--- src/hdl/fel_pkg.sv ---
// Shared types and constants for the failsafe event latch.
// Used by failsafe_event_latch_unit and fel_checker; depends on nothing.
`timescale 1ns / 1ps

package fel_pkg;

    // Configuration register indexes
    localparam int CFG_IDX_W = 3;
    typedef logic [CFG_IDX_W-1:0] cfg_idx_t;

    localparam cfg_idx_t CFG_GENERAL_TIMEOUT = 3'd0;
    localparam cfg_idx_t CFG_GPS_TIMEOUT     = 3'd1;
    localparam cfg_idx_t CFG_ACTION_SELECT   = 3'd2;
    localparam cfg_idx_t CFG_RTK_CHECK_EN    = 3'd3;
    localparam cfg_idx_t CFG_GPS_EVENT_MASK  = 3'd4;

    localparam int CFG_DATA_W = 32;

    // Reset values of the configuration registers
    localparam logic [31:0] GENERAL_TIMEOUT_RST = 32'd5000;
    localparam logic [31:0] GPS_TIMEOUT_RST     = 32'd5000;
    localparam logic [1:0]  ACTION_SELECT_RST   = 2'd0;
    localparam logic        RTK_CHECK_EN_RST    = 1'b0;
    localparam logic [7:0]  GPS_EVENT_MASK_RST  = 8'd8;

    // A fix this old or older breaks the RTK lock
    localparam logic [31:0] FIX_AGE_LIMIT_MS = 32'd1000;

    // Input command codes
    localparam logic CMD_SET_CLEAR = 1'b0;
    localparam logic CMD_GPS_CHECK = 1'b1;

    typedef struct packed {
        logic        cmd;
        logic [7:0]  event_mask;
        logic        event_on;
        logic [31:0] now_ms;
        logic        mode_is_rtl_or_hold;
        logic [31:0] last_fix_ms;
        logic        gps0_rtk_fixed;
        logic        gps1_rtk_fixed;
    } in_item_t;

    typedef struct packed {
        logic [7:0] active_events;
        logic [7:0] triggered_events;
        logic       episode_started;
        logic       episode_ended;
        logic       fired;
        logic [1:0] action;
    } out_item_t;

endpackage

--- src/hdl/failsafe_event_latch_unit.sv ---
// Failsafe event latch: event mask, latched trigger mask and episode timer.
// Depends on fel_pkg for the payload structs and register codes.
`timescale 1ns / 1ps
//
//  channel | direction | handshake           | payload
//  --------+-----------+---------------------+----------------------------
//  in      | input     | in_valid / in_ready | in_data  (in_item_t)
//  out     | output    | out_valid/out_ready | out_data (out_item_t)
//  cfg     | input     | cfg_valid/cfg_ready | cfg_index, cfg_data
//
//  One beat per cycle sustained while the output is not stalled; a beat passes
//  the input register, then the result register with the state update.
//  The fix age check runs as the beat is captured; the event update, episode
//  timer and fire decision run between the input and result registers.
//  Reset clears the event state and loads the register defaults; cfg_ready
//  is always high. A stalled output holds the input register, which still
//  refills in the same cycle the result is taken.

module failsafe_event_latch_unit
    import fel_pkg::*;
(
    input  logic                  clk,
    input  logic                  rst_n,
    input  logic                  in_valid,
    output logic                  in_ready,
    input  in_item_t              in_data,
    output logic                  out_valid,
    input  logic                  out_ready,
    output out_item_t             out_data,
    input  logic                  cfg_valid,
    output logic                  cfg_ready,
    input  cfg_idx_t              cfg_index,
    input  logic [CFG_DATA_W-1:0] cfg_data
);

    typedef struct packed {
        logic        cmd;
        logic [7:0]  event_mask;
        logic        event_on;
        logic [31:0] now_ms;
        logic        safe_mode;
        logic        lock_ok;
    } stage_t;

    // Configuration registers
    logic [31:0] general_timeout_reg;
    logic [31:0] gps_timeout_reg;
    logic [1:0]  action_select_reg;
    logic        rtk_check_en_reg;
    logic [7:0]  gps_event_mask_reg;

    // Event state
    logic [7:0]  active_reg,  active_next;
    logic [7:0]  trig_reg,    trig_next;
    logic [31:0] start_reg,   start_next;

    // Pipeline registers
    logic        stage_valid_reg;
    stage_t      stage_reg, stage_next;
    logic        out_valid_reg;
    out_item_t   out_reg, out_next;

    logic        advance;
    logic [31:0] fix_age;
    logic        skip;
    logic [7:0]  apply_mask;
    logic        apply_set;
    logic [7:0]  act_upd;
    logic [7:0]  trig_and;
    logic        started;
    logic        ended;
    logic [31:0] span;
    logic        fire;

    assign cfg_ready = 1'b1;
    assign advance   = stage_valid_reg && (!out_valid_reg || out_ready);
    assign in_ready  = !stage_valid_reg || advance;
    assign out_valid = out_valid_reg;
    assign out_data  = out_reg;

    // Write configuration registers; drop unknown indexes
    always_ff @(posedge clk or negedge rst_n)
    begin
        if (!rst_n)
        begin
            general_timeout_reg <= GENERAL_TIMEOUT_RST;
            gps_timeout_reg     <= GPS_TIMEOUT_RST;
            action_select_reg   <= ACTION_SELECT_RST;
            rtk_check_en_reg    <= RTK_CHECK_EN_RST;
            gps_event_mask_reg  <= GPS_EVENT_MASK_RST;
        end
        else if (cfg_valid && cfg_ready)
        begin
            case (cfg_index)
                CFG_GENERAL_TIMEOUT: general_timeout_reg <= cfg_data;
                CFG_GPS_TIMEOUT:     gps_timeout_reg     <= cfg_data;
                CFG_ACTION_SELECT:   action_select_reg   <= cfg_data[1:0];
                CFG_RTK_CHECK_EN:    rtk_check_en_reg    <= cfg_data[0];
                CFG_GPS_EVENT_MASK:  gps_event_mask_reg  <= cfg_data[7:0];
                default:             ;
            endcase
        end
    end

    // Capture a beat and judge the GPS fix age on the way in
    always_comb
    begin
        fix_age              = in_data.now_ms - in_data.last_fix_ms;
        stage_next.cmd       = in_data.cmd;
        stage_next.event_mask = in_data.event_mask;
        stage_next.event_on  = in_data.event_on;
        stage_next.now_ms    = in_data.now_ms;
        stage_next.safe_mode = in_data.mode_is_rtl_or_hold;
        stage_next.lock_ok   = (fix_age < FIX_AGE_LIMIT_MS) &&
                               in_data.gps0_rtk_fixed && in_data.gps1_rtk_fixed;
    end

    // Event update, episode timer and fire decision
    always_comb
    begin
        skip       = (stage_reg.cmd == CMD_GPS_CHECK) && !rtk_check_en_reg;
        apply_mask = (stage_reg.cmd == CMD_GPS_CHECK) ? gps_event_mask_reg
                                                      : stage_reg.event_mask;
        apply_set  = (stage_reg.cmd == CMD_GPS_CHECK) ? !stage_reg.lock_ok
                                                      : stage_reg.event_on;
        act_upd    = apply_set ? (active_reg | apply_mask)
                               : (active_reg & ~apply_mask);
        started    = (active_reg == 8'd0) && (act_upd != 8'd0);
        ended      = (trig_reg != 8'd0) && (act_upd == 8'd0);
        trig_and   = trig_reg & act_upd;
        start_next = started ? stage_reg.now_ms : start_reg;
        span       = stage_reg.now_ms - start_next;
        fire       = (trig_and == 8'd0) && (act_upd != 8'd0) && !stage_reg.safe_mode &&
                     ((span > general_timeout_reg) ||
                      (((act_upd & gps_event_mask_reg) != 8'd0) &&
                       (span > gps_timeout_reg)));

        if (skip)
        begin
            active_next              = active_reg;
            trig_next                = trig_reg;
            out_next.active_events    = active_reg;
            out_next.triggered_events = trig_reg;
            out_next.episode_started  = 1'b0;
            out_next.episode_ended    = 1'b0;
            out_next.fired            = 1'b0;
            out_next.action           = 2'd0;
        end
        else
        begin
            active_next              = act_upd;
            trig_next                = fire ? act_upd : trig_and;
            out_next.active_events    = act_upd;
            out_next.triggered_events = fire ? act_upd : trig_and;
            out_next.episode_started  = started;
            out_next.episode_ended    = ended;
            out_next.fired            = fire;
            out_next.action           = fire ? action_select_reg : 2'd0;
        end
    end

    // Advance the control state
    always_ff @(posedge clk or negedge rst_n)
    begin
        if (!rst_n)
        begin
            stage_valid_reg <= 1'b0;
            out_valid_reg   <= 1'b0;
            active_reg      <= 8'd0;
            trig_reg        <= 8'd0;
            start_reg       <= 32'd0;
        end
        else
        begin
            if (in_valid && in_ready)
                stage_valid_reg <= 1'b1;
            else if (advance)
                stage_valid_reg <= 1'b0;

            if (advance)
                out_valid_reg <= 1'b1;
            else if (out_ready)
                out_valid_reg <= 1'b0;

            if (advance && !skip)
            begin
                active_reg <= active_next;
                trig_reg   <= trig_next;
                start_reg  <= start_next;
            end
        end
    end

    // Hold payload registers
    always_ff @(posedge clk)
    begin
        if (in_valid && in_ready)
            stage_reg <= stage_next;
        if (advance)
            out_reg <= out_next;
    end

endmodule

--- config.mk ---
export PLATFORM = sky130hd
export DESIGN_NAME = failsafe_event_latch_unit
export DESIGN_NICKNAME = d
export VERILOG_FILES = /design/src/hdl/fel_pkg.sv /design/src/hdl/failsafe_event_latch_unit.sv
export SDC_FILE = /design/constraint.sdc
export NUM_CORES = 1
export LEC_CHECK = 0
export BUFFER_PORTS_ARGS = -buffer_cell sky130_fd_sc_hd__buf_2
export CAP_MARGIN = 10
export CORE_MARGIN = 3
export CORE_UTILIZATION = 50
export DETAILED_ROUTE_END_ITERATION = 8
export GPL_ROUTABILITY_DRIVEN = 0
export PLACE_DENSITY_LB_ADDON = 0.2
export SETUP_SLACK_MARGIN = 0.1
export SYNTH_ARGS = -nofsm -noshare
export SYNTH_HDL_FRONTEND = slang
export SYNTH_SLANG_ARGS = --single-unit
--- constraint.sdc ---
create_clock -name clk -period 7.55 [get_ports clk]
set_input_delay 1.1325 -clock clk [delete_from_list [all_inputs] [get_ports clk]]
set_output_delay 1.1325 -clock clk [all_outputs]
set_load 0.05 [all_outputs]
* Word-level counts from Yosys, hierarchy flattened
Cells that the tools add are included.
** Word-level totals
- Flip-flop bits (word level) :: 190
- Input port bits :: 117
- Output and inout bits :: 24
** Cells by class
- $add $sub $neg :: 2
- Order comparisons :: 3
- Equal/unequal tests :: 4
- Mux-type cells :: 11
- Bitwise operators :: 7
- Reductions and logical operators :: 37
** Operator list (count)
- $gt A32 B32 Y1 :: 2
- $sub A32 B32 Y32 :: 2
- $lt A32 B10 Y1 const B :: 1
- $mux W32 :: 1
- $and A8 B8 Y8 :: 3
- $logic_not A8 Y1 :: 3
- $mux W8 :: 3
- $reduce_bool A8 Y1 :: 3
- $mux W21 :: 1
- $logic_and A1 B1 Y1 :: 12
- $reduce_and A2 Y1 :: 6
- $not A8 Y8 :: 1
- $or A8 B8 Y8 :: 1
- $eq A3 B2 Y1 const B :: 2
- $logic_not A1 Y1 :: 6
- $mux W1 :: 5
- $reduce_bool A2 Y1 :: 2
- $eq A3 B1 Y1 const B :: 1
- $eq A3 B3 Y1 const B :: 1
- $logic_not A3 Y1 :: 1
- $logic_or A1 B1 Y1 :: 3
- $mux W2 :: 1
- $not A1 Y1 :: 2
- $reduce_or A2 Y1 :: 1

* Logic depth before layout (Yosys ltp)
Gate-level depths: netlist of run 1.
- Word-level depth :: 14
- Gate-level depth with buffers :: 31

* Worst setup path before layout of run 1
No wires, ideal clock.
- Path kind :: register to register
- From :: register active_reg[0]
- To :: register out_reg, in the netlist out_data[10], data pin
- Arrival time :: 6.563 ns
- Data required time :: 7.294 ns
- Setup slack :: 0.730 ns
- Cell stages (with the launch flop) :: 28
- Buffers on the path :: 3
- Path through :: dfrtp_1 > or4_1 > nor2_1 > o41a_1 > buf_1 > buf_1 > mux2i_1 > ha_1 > nor2b_1 > o2111ai_1 > nand3_1 > a41o_1 > o211ai_2 > nand4_2 > a41oi_2 > o21ai_2 > a2111oi_0 > ha_1 > a21o_1 > a21o_1 > a21oi_1 > nor2_1 > a211oi_1 > inv_1 > o31ai_1 > a21oi_1 > clkbuf_1 > o22a_1
** RTL lines
- start, declared :: line failsafe_event_latch_unit.sv:53 : logic [7:0] active_reg, active_next;
- start signal, assigned :: line failsafe_event_latch_unit.sv:187 : active_reg <= active_next;
- end signal, assigned :: line failsafe_event_latch_unit.sv:200 : out_reg <= out_next;
- end, declared :: line failsafe_event_latch_unit.sv:61 : out_item_t out_reg, out_next;

==> out/metrics.yaml, run 1 <==
ir_drop_mv: 0.187
cp_top_family: "compound AO/OA/AOI/OAI gates"
cp.depth: 25
min_path_type: "flip-flop to flip-flop"
ys_top_cells_by_area: "dfrtp_1 23%, edfxtp_1 16%, ha_1 13%, mux2_2 5.3%, nand2_1 4.2%"
synth-seq-area-share_pct: 40.9
cts_root_buf: "clkbuf_16"
ys_types: 80
initial_utilization_pct: 51.1
vias_per_cell: 5.52
r2r-end: "out_data[7]$_DFFE_PP_"
path_class: "flip-flop to flip-flop"
drtAntennaViolNets: 0
relSlewSlack_pct: 30.0
fillers: 2229
multi_input_area_um2: 6790
endpoint: "out_data[7]$_DFFE_PP_"
worst_hold_slack_ns: 0.496
required_ns: 7.85
die_h_um: 164
grt_pass1_vias: 9287
tns_ns: 0
tritoncts: "yes"
syn_area_um2: 12500
crit_start: "stage_reg[43]$_DFFE_PP_"
rsz0062_at_grt: "no"
skew_ns: 0.00948
core_area_um2: 24400
clkTransAtPathRegs_ns: 0.07
synth_common_cells: "141 x nand2_1, 125 x ha_1, 117 x inv_1"
power_density_nw_per_um2: 296
routed_wirelength_um: 27900
htreeDepth: 4
mappedNetlistNets: 1517
clk_path_buf_depth: 2
grt_pass1_wl_um: 46400
regArea_um2: 5090
path_max_fanout: 26
area_delta_synth_final_pct: 13.1
row_count: 57
synth_ff_type: "dfrtp_1"
worst_setup_path_end_kind: "flip-flop"
clock_latency_ns: 0.44
grt.total_usage_pct: 21.5
cap_violations: 0
antenna_found_initial: 0
dr_total_vias: 9615
crit_path_start_kind: "flip-flop"
rrSetupSlack_ns: 0.66
crit_slowest_cell: "o41a_2"
p_leak_nw: 6.36
status: "complete, no violations"
synthCells: 1274
crit_arrival_ns: 7.19
dr.pass1.iters: 5
utilization_pct: 57.7
route.detailed.drc: 0
period_share_pct: 91.3
yosysMostFrequentCell: "nand2_1"
ys_ff_latch: 190
setup_viol: 0
yosys.area.top_type: "dfrtp_1"
grt_overflow: 0
nets: 1649
tightestPinTransition_ns: 1.05
syn_avg_cell_area_um2: 9.77
drive_above_1_share_pct: 19.6
ios: 141
finalCriticalPeriod_ns: 6.89
grt_max_degree: 73
dieArea_um2: 26800
largest_reg_flops: 44
finalHoldViolCount: 0
cts_buffers: 17
r2r_cells: 25
wl_per_cell_um: 16.0
cts_hold_buffers: 0
r2r-start: "stage_reg[43]$_DFFE_PP_"
max_freq_mhz: 145
crit_buf_inv: 2
synth_edf_count: 65
antennaDiodeCount: 0
synth_top_area_share_pct: 22.9
ys_warn_count: 0
dp_hpwl_um: 21700
drt_iter0_drc: 530
cpPeakStageDelay_ns: 0.64
drv_slew: 0
die_w_um: 164
clock_sinks: 190
portBuffers: 139
async_flop_share_pct: 65.8
[cell families (layout without fill, tap and decap cells)]
group	count (synthesis)	in the layout	synth area share, %
other cells	1	1	0.0301
compound gates	334	334	17.6
flops	190	190	40.9
buf+inv	152	297	4.79
simple gates	343	343	13.5
mux	90	90	7.83
fa+ha+maj	126	126	12.7
xor+xnor	38	38	2.67
[power breakdown]
| part | switching, mW | internal (mW) | total [mW] |
|---|---|---|---|
| registers | 0.125 | 1.30 | 1.43 |
| clock network | 0.421 | 0.466 | 0.887 |
| logic | 1.05 | 0.797 | 1.85 |
[what timing repair did]
action | CTS | global route
buffers inserted | 0 | 0
endpoints found under the setup margin | 0 | 11
hold endpoints to repair | 0 | 0
gates resized for setup | 0 | 2
[how the worst min path moves through the flow]
| stage | from | endpoint | slack [ns] | cells past startpoint |
|---|---|---|---|---|
| 2_1_floorplan | stage_valid_reg$_DFFE_PN0P_ | out_valid$_DFFE_PN0P_ | 0.46 | 1 |
| 3_3_place_gp | stage_valid_reg$_DFFE_PN0P_ | out_valid$_DFFE_PN0P_ | 0.48 | 1 |
| 5_1_grt | start_reg[3]$_DFFE_PN0P_ | start_reg[3]$_DFFE_PN0P_ | 0.52 | 1 |
| 3_5_place_dp | stage_valid_reg$_DFFE_PN0P_ | out_valid$_DFFE_PN0P_ | 0.49 | 1 |
| 6_report | stage_valid_reg$_DFFE_PN0P_ | out_valid$_DFFE_PN0P_ | 0.50 | 1 |
| 4_1_cts | stage_valid_reg$_DFFE_PN0P_ | out_valid$_DFFE_PN0P_ | 0.49 | 1 |
[routing by layer]
layer | track usage, % | wire, um
met5 | 0 | 0
met4 | 7.27 | 688
met3 | 2.42 | 1120
met2 | 34.8 | 12800
met1 | 30.3 | 13300
[final cells by class]
| class | count | area share, % |
|---|---|---|
| timing repair buffer | 148 | 5.44 |
| inverter | 117 | 3.12 |
| clock buffer | 17 | 3.02 |
| clock inverter | 15 | 1.11 |
| tap | 324 | 2.88 |
| sequential | 190 | 36.2 |
| multi-input combinational | 932 | 48.3 |
[through the flow]
| step | power, mW | std cells | setup slack (ns) | cell area, um2 |
|---|---|---|---|---|
| after detailed placement | 3.28 | 1711 | 0.504 | 13500 |
| after global routing | 4.51 | 1743 | 0.124 | 14100 |
| final | 4.17 | 1743 | 0.658 | 14100 |
| after floorplan | 2.82 | 1274 | 0.730 | 12500 |
| after global placement | 3.24 | 1711 | 0.625 | 13500 |
| after CTS | 4.18 | 1743 | 0.432 | 14100 |
[cells in the final DEF, fill, tap and decap left out, types with 17 or more instances in the layout]
cell type	count
nor2b_1	25
edfxtp_1	65
o21ai_0	102
mux2i_1	31
xor2_1	17
ha_1	125
a21oi_1	73
dfrtp_1	114
a21o_1	39
clkbuf_16	17
nor2_1	55
nand3_1	18
nand2_1	141
nand2b_1	18
inv_1	117
nand4_1	21
xnor2_1	21
buf_2	138
mux2_2	59
Power figures use the tool's default switching activity.
==> run 2, diff against run 1 <==
clock period = 7.3 ns   (was 7.55 ns; I/O delays follow)
==> out/metrics.yaml, run 2 (synthesis gave the netlist of run 1 again) <==
switching_share_pct: 37.7  # -0.74 points
clock_latency_ns: 0.43  # about the same
cap_violations: 0  # unchanged
clock_power_share_pct: 21.2  # about the same
clock_sinks: 190  # unchanged
crit_arrival_ns: 6.94  # -0.25 ns
rsz0062_at_grt: "no"
grt_overflow: 0  # unchanged
path_class: "flip-flop to flip-flop"
tns_ns: 0  # unchanged
path_max_fanout: 30  # +15%
finalCriticalPeriod_ns: 6.76  # -0.133 ns
tritoncts: "yes"
skew_ns: 0.00546  # -0.00402 ns
dr.pass1.iters: 7  # +2
cts_hold_buffers: 0  # unchanged
drive_above_1_share_pct: 19.5  # -0.041 points
antenna_found_initial: 0  # unchanged
crit_path_start_kind: "flip-flop"
drt_iter0_drc: 514  # -3.0%
grt_max_degree: 76  # +4.1%
antennaDiodeCount: 0  # unchanged
p_leak_nw: 6.39  # +0.41%
relSlewSlack_pct: 29.2  # -0.79 points
area_delta_synth_final_pct: 13.6
largest_reg_flops: 44  # unchanged
routed_wirelength_um: 28700  # +3.0%
power_frac_comb_pct: 44.9  # +0.5 points
portBuffers: 139  # unchanged
crit_slowest_cell: "o41a_2"
clk_path_buf_depth: 2  # unchanged
dp_hpwl_um: 22200  # +2.7%
cts_root_buf: "clkbuf_16"
cpPeakStageDelay_ns: 0.61  # -0.03 ns
power_frac_seq_pct: 33.9  # -0.4 points
nets: 1652  # +0.18%
p_sw_mw: 1.65  # +3.0%
tightestPinTransition_ns: 1.06  # +0.0118 ns
worst_setup_path_end_kind: "flip-flop"
grt.total_usage_pct: 21.5  # about the same
ios: 141  # unchanged
status: "complete, no violations"
htreeDepth: 4  # unchanged
die_w_um: 164  # unchanged
finalHoldViolCount: 0  # unchanged
max_freq_mhz: 148  # +2.0%
row_count: 57  # unchanged
fin_ws_ns: 0.541  # -0.117 ns
ir_drop_mv: 0.194  # +3.8%
cp_top_family: "compound AO/OA/AOI/OAI gates"
wl_per_cell_um: 16.4  # +2.8%
drtAntennaViolNets: 0  # unchanged
grt_pass1_vias: 9238  # -0.53%
required_ns: 7.48  # -0.37 ns
die_h_um: 164  # unchanged
grt_pass1_wl_um: 46200  # -0.46%
min_path_type: "flip-flop to flip-flop"
vias_per_cell: 5.49  # -0.55%
rrSetupSlack_ns: 0.54  # -0.12 ns
dr_total_vias: 9579  # -0.37%
final_common_cell: "nand2_1"
power_density_nw_per_um2: 309  # +4.5%
initial_utilization_pct: 51.1  # unchanged
final_cell_mix: "141 x nand2_1, 138 x buf_2, 125 x ha_1"
clkTransAtPathRegs_ns: 0.07  # about the same
dieArea_um2: 26800  # unchanged
drv_slew: 0  # unchanged
route.detailed.drc: 0  # unchanged
period_share_pct: 92.6  # +1.3 points
crit_buf_inv: 3  # +1
internal-power_mw: 2.73  # +6.3%
core_area_um2: 24400  # unchanged
cts_buffers: 17  # unchanged
dp_slack_ns: 0.183  # -0.321 ns
setup_viol: 0  # unchanged
==> run 2: power by group through the flow <==
stage / clock network, mW / registers [mW] / logic (mW)
2_1_floorplan: 0 / 1.54 / 1.38
3_3_place_gp: 0 / 1.49 / 1.86
3_5_place_dp: 0 / 1.50 / 1.91
4_1_cts: 0.947 / 1.48 / 1.93
5_1_grt: 0.991 / 1.51 / 2.22
6_report: 0.928 / 1.48 / 1.97
==> run 2: worst paths after layout <==
check,startpoint,endpoint,depth (start not counted)
max reg2reg,active_reg[5]$_DFFE_PN0P_,out_data[10]$_DFFE_PP_,27
min,stage_valid_reg$_DFFE_PN0P_,out_valid$_DFFE_PN0P_,1
max,active_reg[5]$_DFFE_PN0P_,out_data[10]$_DFFE_PP_,27
min in group asynchronous,rst_n,start_reg[27]$_DFFE_PN0P_,1
max in group asynchronous,rst_n,general_timeout_reg[13]$_DFFE_PN0P_,2
min reg2reg,stage_valid_reg$_DFFE_PN0P_,out_valid$_DFFE_PN0P_,1
==> run 2: repair_timing <==
item	CTS	global route
buffers inserted	0	2
setup endpoints to repair	0	19
gates resized for setup	0	9
==> run 2: metal layers <==
layer  GRT usage (%)  vias to the layer above  routed length (um)
met1            30.5                     4482               13800
met2            34.9                      215               13300
met3            2.80                       32                1110
met4            6.07                        0                 533
li1                -                     4850                   -
met5               0                        -                   0
==> run 2: worst reg2reg max path: cells and delay by family, from the launching register on <==
family          cells  cell delay (ns)
flops               1             0.44
fa+ha+maj           2             0.59
compound gates     16             3.99
mux                 1             0.21
simple gates        5             0.74
buf+inv             3             0.53
==> run 2: layout make-up <==
class / count / area [um2]
Fill cell: 2182 / 10200
Multi-Input combinational cell: 932 / 6840
Sequential cell: 190 / 5090
Timing Repair Buffer: 151 / 792
Inverter: 117 / 439
Clock buffer: 19 / 433
Tap cell: 324 / 405
Clock inverter: 13 / 145
==> run 2: through the flow <==
stage / instance area [um2] / power [mW] / std cells / hold WS [ns] / utilization (%)
after floorplan: 12500 / 2.92 / 1274 / 0.457 / -
after global placement: 13500 / 3.36 / 1712 / 0.465 / 55.4
after detailed placement: 13500 / 3.41 / 1712 / 0.476 / 55.4
after CTS: 14100 / 4.36 / 1744 / 0.488 / 57.7
after global routing: 14100 / 4.71 / 1746 / 0.518 / 58.0
final: 14100 / 4.38 / 1746 / 0.486 / 58.0
==> run 3, diff against run 2 <==
ABC_AREA = 1   (was not set)
==> out/metrics.yaml, run 3 <==
final_common_cell: "nand2_1"
rsz0062_at_grt: "no"
p_leak_nw: 7.37  # +15%
synth_edf_count: 65  # unchanged
cts_hold_buffers: 0  # unchanged
synth_common_cells: "390 x nand2_1, 265 x inv_1, 142 x o21ai_0"
nets: 2024  # +23%
grt_max_degree: 81  # +6.6%
clkTransAtPathRegs_ns: 0.08  # about the same
vias_per_cell: 5.38  # -1.9%
tns_ns: 0  # unchanged
finalHoldViolCount: 0  # unchanged
finalCriticalPeriod_ns: 6.40  # -0.359 ns
grt_pass1_vias: 10800  # +17%
max_freq_mhz: 156  # +5.6%
power_density_nw_per_um2: 242  # -22%
path_max_fanout: 34  # +13%
dp_slack_ns: 1.03  # +0.844 ns
required_ns: 7.58  # +0.10 ns
routed_wirelength_um: 32100  # +12%
yosys.area.top_type: "dfrtp_1"
worst_hold_slack_ns: 0.490  # +0.00452 ns
ir_drop_mv: 0.168  # -14%
clock_latency_ns: 0.44  # about the same
synth-seq-area-share_pct: 39.5  # -1.4 points
die_w_um: 167  # +1.6%
largest_reg_flops: 44  # unchanged
grt_pass1_wl_um: 52700  # +14%
ys_ff_latch: 190  # unchanged
final_cell_mix: "390 x nand2_1, 263 x inv_1, 142 x o21ai_0"
row_count: 58  # +1.8%
period_share_pct: 87.7  # -4.9 points
crit_slowest_cell: "edfxtp_1"
core_area_um2: 25300  # +3.5%
ys_top_cells_by_area: "dfrtp_1 22%, edfxtp_1 15%, ha_1 12%, nand2_1 11%, inv_1 7.7%"
cts_root_buf: "clkbuf_16"
cts_setup_buffers: 0  # unchanged
antenna_found_initial: 0  # unchanged
tightestPinTransition_ns: 1.13  # +0.0696 ns
die_h_um: 167  # +1.6%
dr_total_vias: 11400  # +19%
crit_path_start_kind: "flip-flop"
crit_arrival_ns: 6.68  # -0.26 ns
fin_ws_ns: 0.900  # +0.359 ns
cpPeakStageDelay_ns: 0.57  # -0.04 ns
initial_utilization_pct: 51.0  # about the same
drt_iter0_drc: 819  # +59%
status: "complete, no violations"
ys_warn_count: 0  # unchanged
fillers: 2322  # +6.4%
clk_path_buf_depth: 2  # unchanged
tritoncts: "yes"
htreeDepth: 4  # unchanged
drive_above_1_share_pct: 11.6  # -7.9 points
wl_per_cell_um: 15.1  # -7.9%
drv_slew: 0  # unchanged
syn_avg_cell_area_um2: 7.82  # -20%
min_path_type: "flip-flop to flip-flop"
route.detailed.drc: 0  # unchanged
synthCells: 1648  # +29%
yosysMostFrequentCell: "nand2_1"
synth_top_area_share_pct: 22.1  # -0.76 points
ctsResizeCount: 0  # unchanged
grt_overflow: 0  # unchanged
path_class: "flip-flop to flip-flop"
dr.pass1.iters: 5  # -2
synth_ff_type: "dfrtp_1"
skew_ns: 0.0190  # +0.0135 ns
path_common_cell: "nand2_1"
drtAntennaViolNets: 0  # unchanged
dp_hpwl_um: 25300  # +14%
cap_violations: 0  # unchanged
portBuffers: 139  # unchanged
ios: 141  # unchanged
cts_buffers: 17  # unchanged
clock_sinks: 190  # unchanged
antennaDiodeCount: 0  # unchanged
worst_setup_path_end_kind: "flip-flop"
area_delta_synth_final_pct: 12.9
async_flop_share_pct: 65.8  # unchanged
grt.total_usage_pct: 22.9  # +1.4 points
dieArea_um2: 27700  # +3.3%
relSlewSlack_pct: 24.6  # -4.6 points
ys_types: 53  # -34%
setup_viol: 0  # unchanged
syn_area_um2: 12900  # +3.4%
mappedNetlistNets: 1891  # +25%
==> run 3: path summary, 6_finish.rpt <==
| check | start | to | slack (ns) | cells past startpoint |
|---|---|---|---|---|
| min | gps_timeout_reg[6]$_DFFE_PN0P_ | gps_timeout_reg[6]$_DFFE_PN0P_ | 0.49 | 2 |
| max | stage_reg[43]$_DFFE_PP_ | out_data[5]$_DFFE_PP_ | 0.90 | 36 |
| max reg2reg | stage_reg[43]$_DFFE_PP_ | out_data[5]$_DFFE_PP_ | 0.90 | 36 |
| min in group asynchronous | rst_n | general_timeout_reg[24]$_DFFE_PN0P_ | 0.67 | 1 |
| max in group asynchronous | rst_n | start_reg[15]$_DFFE_PN0P_ | 5.19 | 2 |
| min reg2reg | gps_timeout_reg[6]$_DFFE_PN0P_ | gps_timeout_reg[6]$_DFFE_PN0P_ | 0.49 | 2 |
==> run 3: critical path: cells and delay by family, from the launching register on <==
family                     cells  cell delay [ns]
and+or+nand+nor               25             3.15
xor gates and xnor gates       1             0.18
DFF                            1             0.57
adders and majority gates      3             0.91
buffers and inverters          1             0.08
AOI/OAI and AO/OA              6             1.31
==> run 3: metrics by stage <==
| step | total power [mW] | cells | utilization (%) | cell area (um2) |
|---|---|---|---|---|
| 3_5_place_dp | 2.52 | 2092 | 55.1 | 13900 |
| 4_1_cts | 3.52 | 2124 | 57.6 | 14500 |
| 3_3_place_gp | 2.49 | 2092 | 55.1 | 13900 |
| 6_report | 3.52 | 2124 | 57.6 | 14500 |
| 2_1_floorplan | 2.20 | 1648 | - | 12900 |
| 5_1_grt | 3.75 | 2124 | 57.6 | 14500 |
==> run 3: layout make-up <==
cell class	count	area, um2	area share (%)
clock buffers	17	425	2.92
clock inverters	15	218	1.50
inverters	268	1010	6.92
multi-input cells	1161	6660	45.8
flip-flops and latches	190	5090	35.0
well taps	330	413	2.84
repair buffers	143	728	5.01
==> run 3: cell families after synthesis <==
| group | after synthesis | share of synthesized area [%] |
|---|---|---|
| AOI/OAI and AO/OA | 333 | 14.2 |
| and+or+nand+nor | 637 | 20.6 |
| xor gates and xnor gates | 37 | 2.52 |
| other | 1 | 0.0291 |
| DFF | 190 | 39.5 |
| buffers and inverters | 297 | 8.74 |
| adders and majority gates | 126 | 12.3 |
| muxes | 27 | 2.10 |
==> run 3: per-layer routing <==
layer,up-vias,part of all wire [%],global-route usage [%]
met2,397,44,35.9
met5,-,0,0
met1,5248,48,33.5
met4,0,1.8,5.63
li1,5744,-,-
met3,37,6.7,3.75
==> run 3: where the power goes <==
group	internal (mW)	switching [mW]	total, mW	leakage (nW)
sequential	1.30	0.103	1.41	2.18
combinational	0.376	0.740	1.12	4.88
clock	0.511	0.485	0.996	0.312
total	2.19	1.33	3.52	7.37
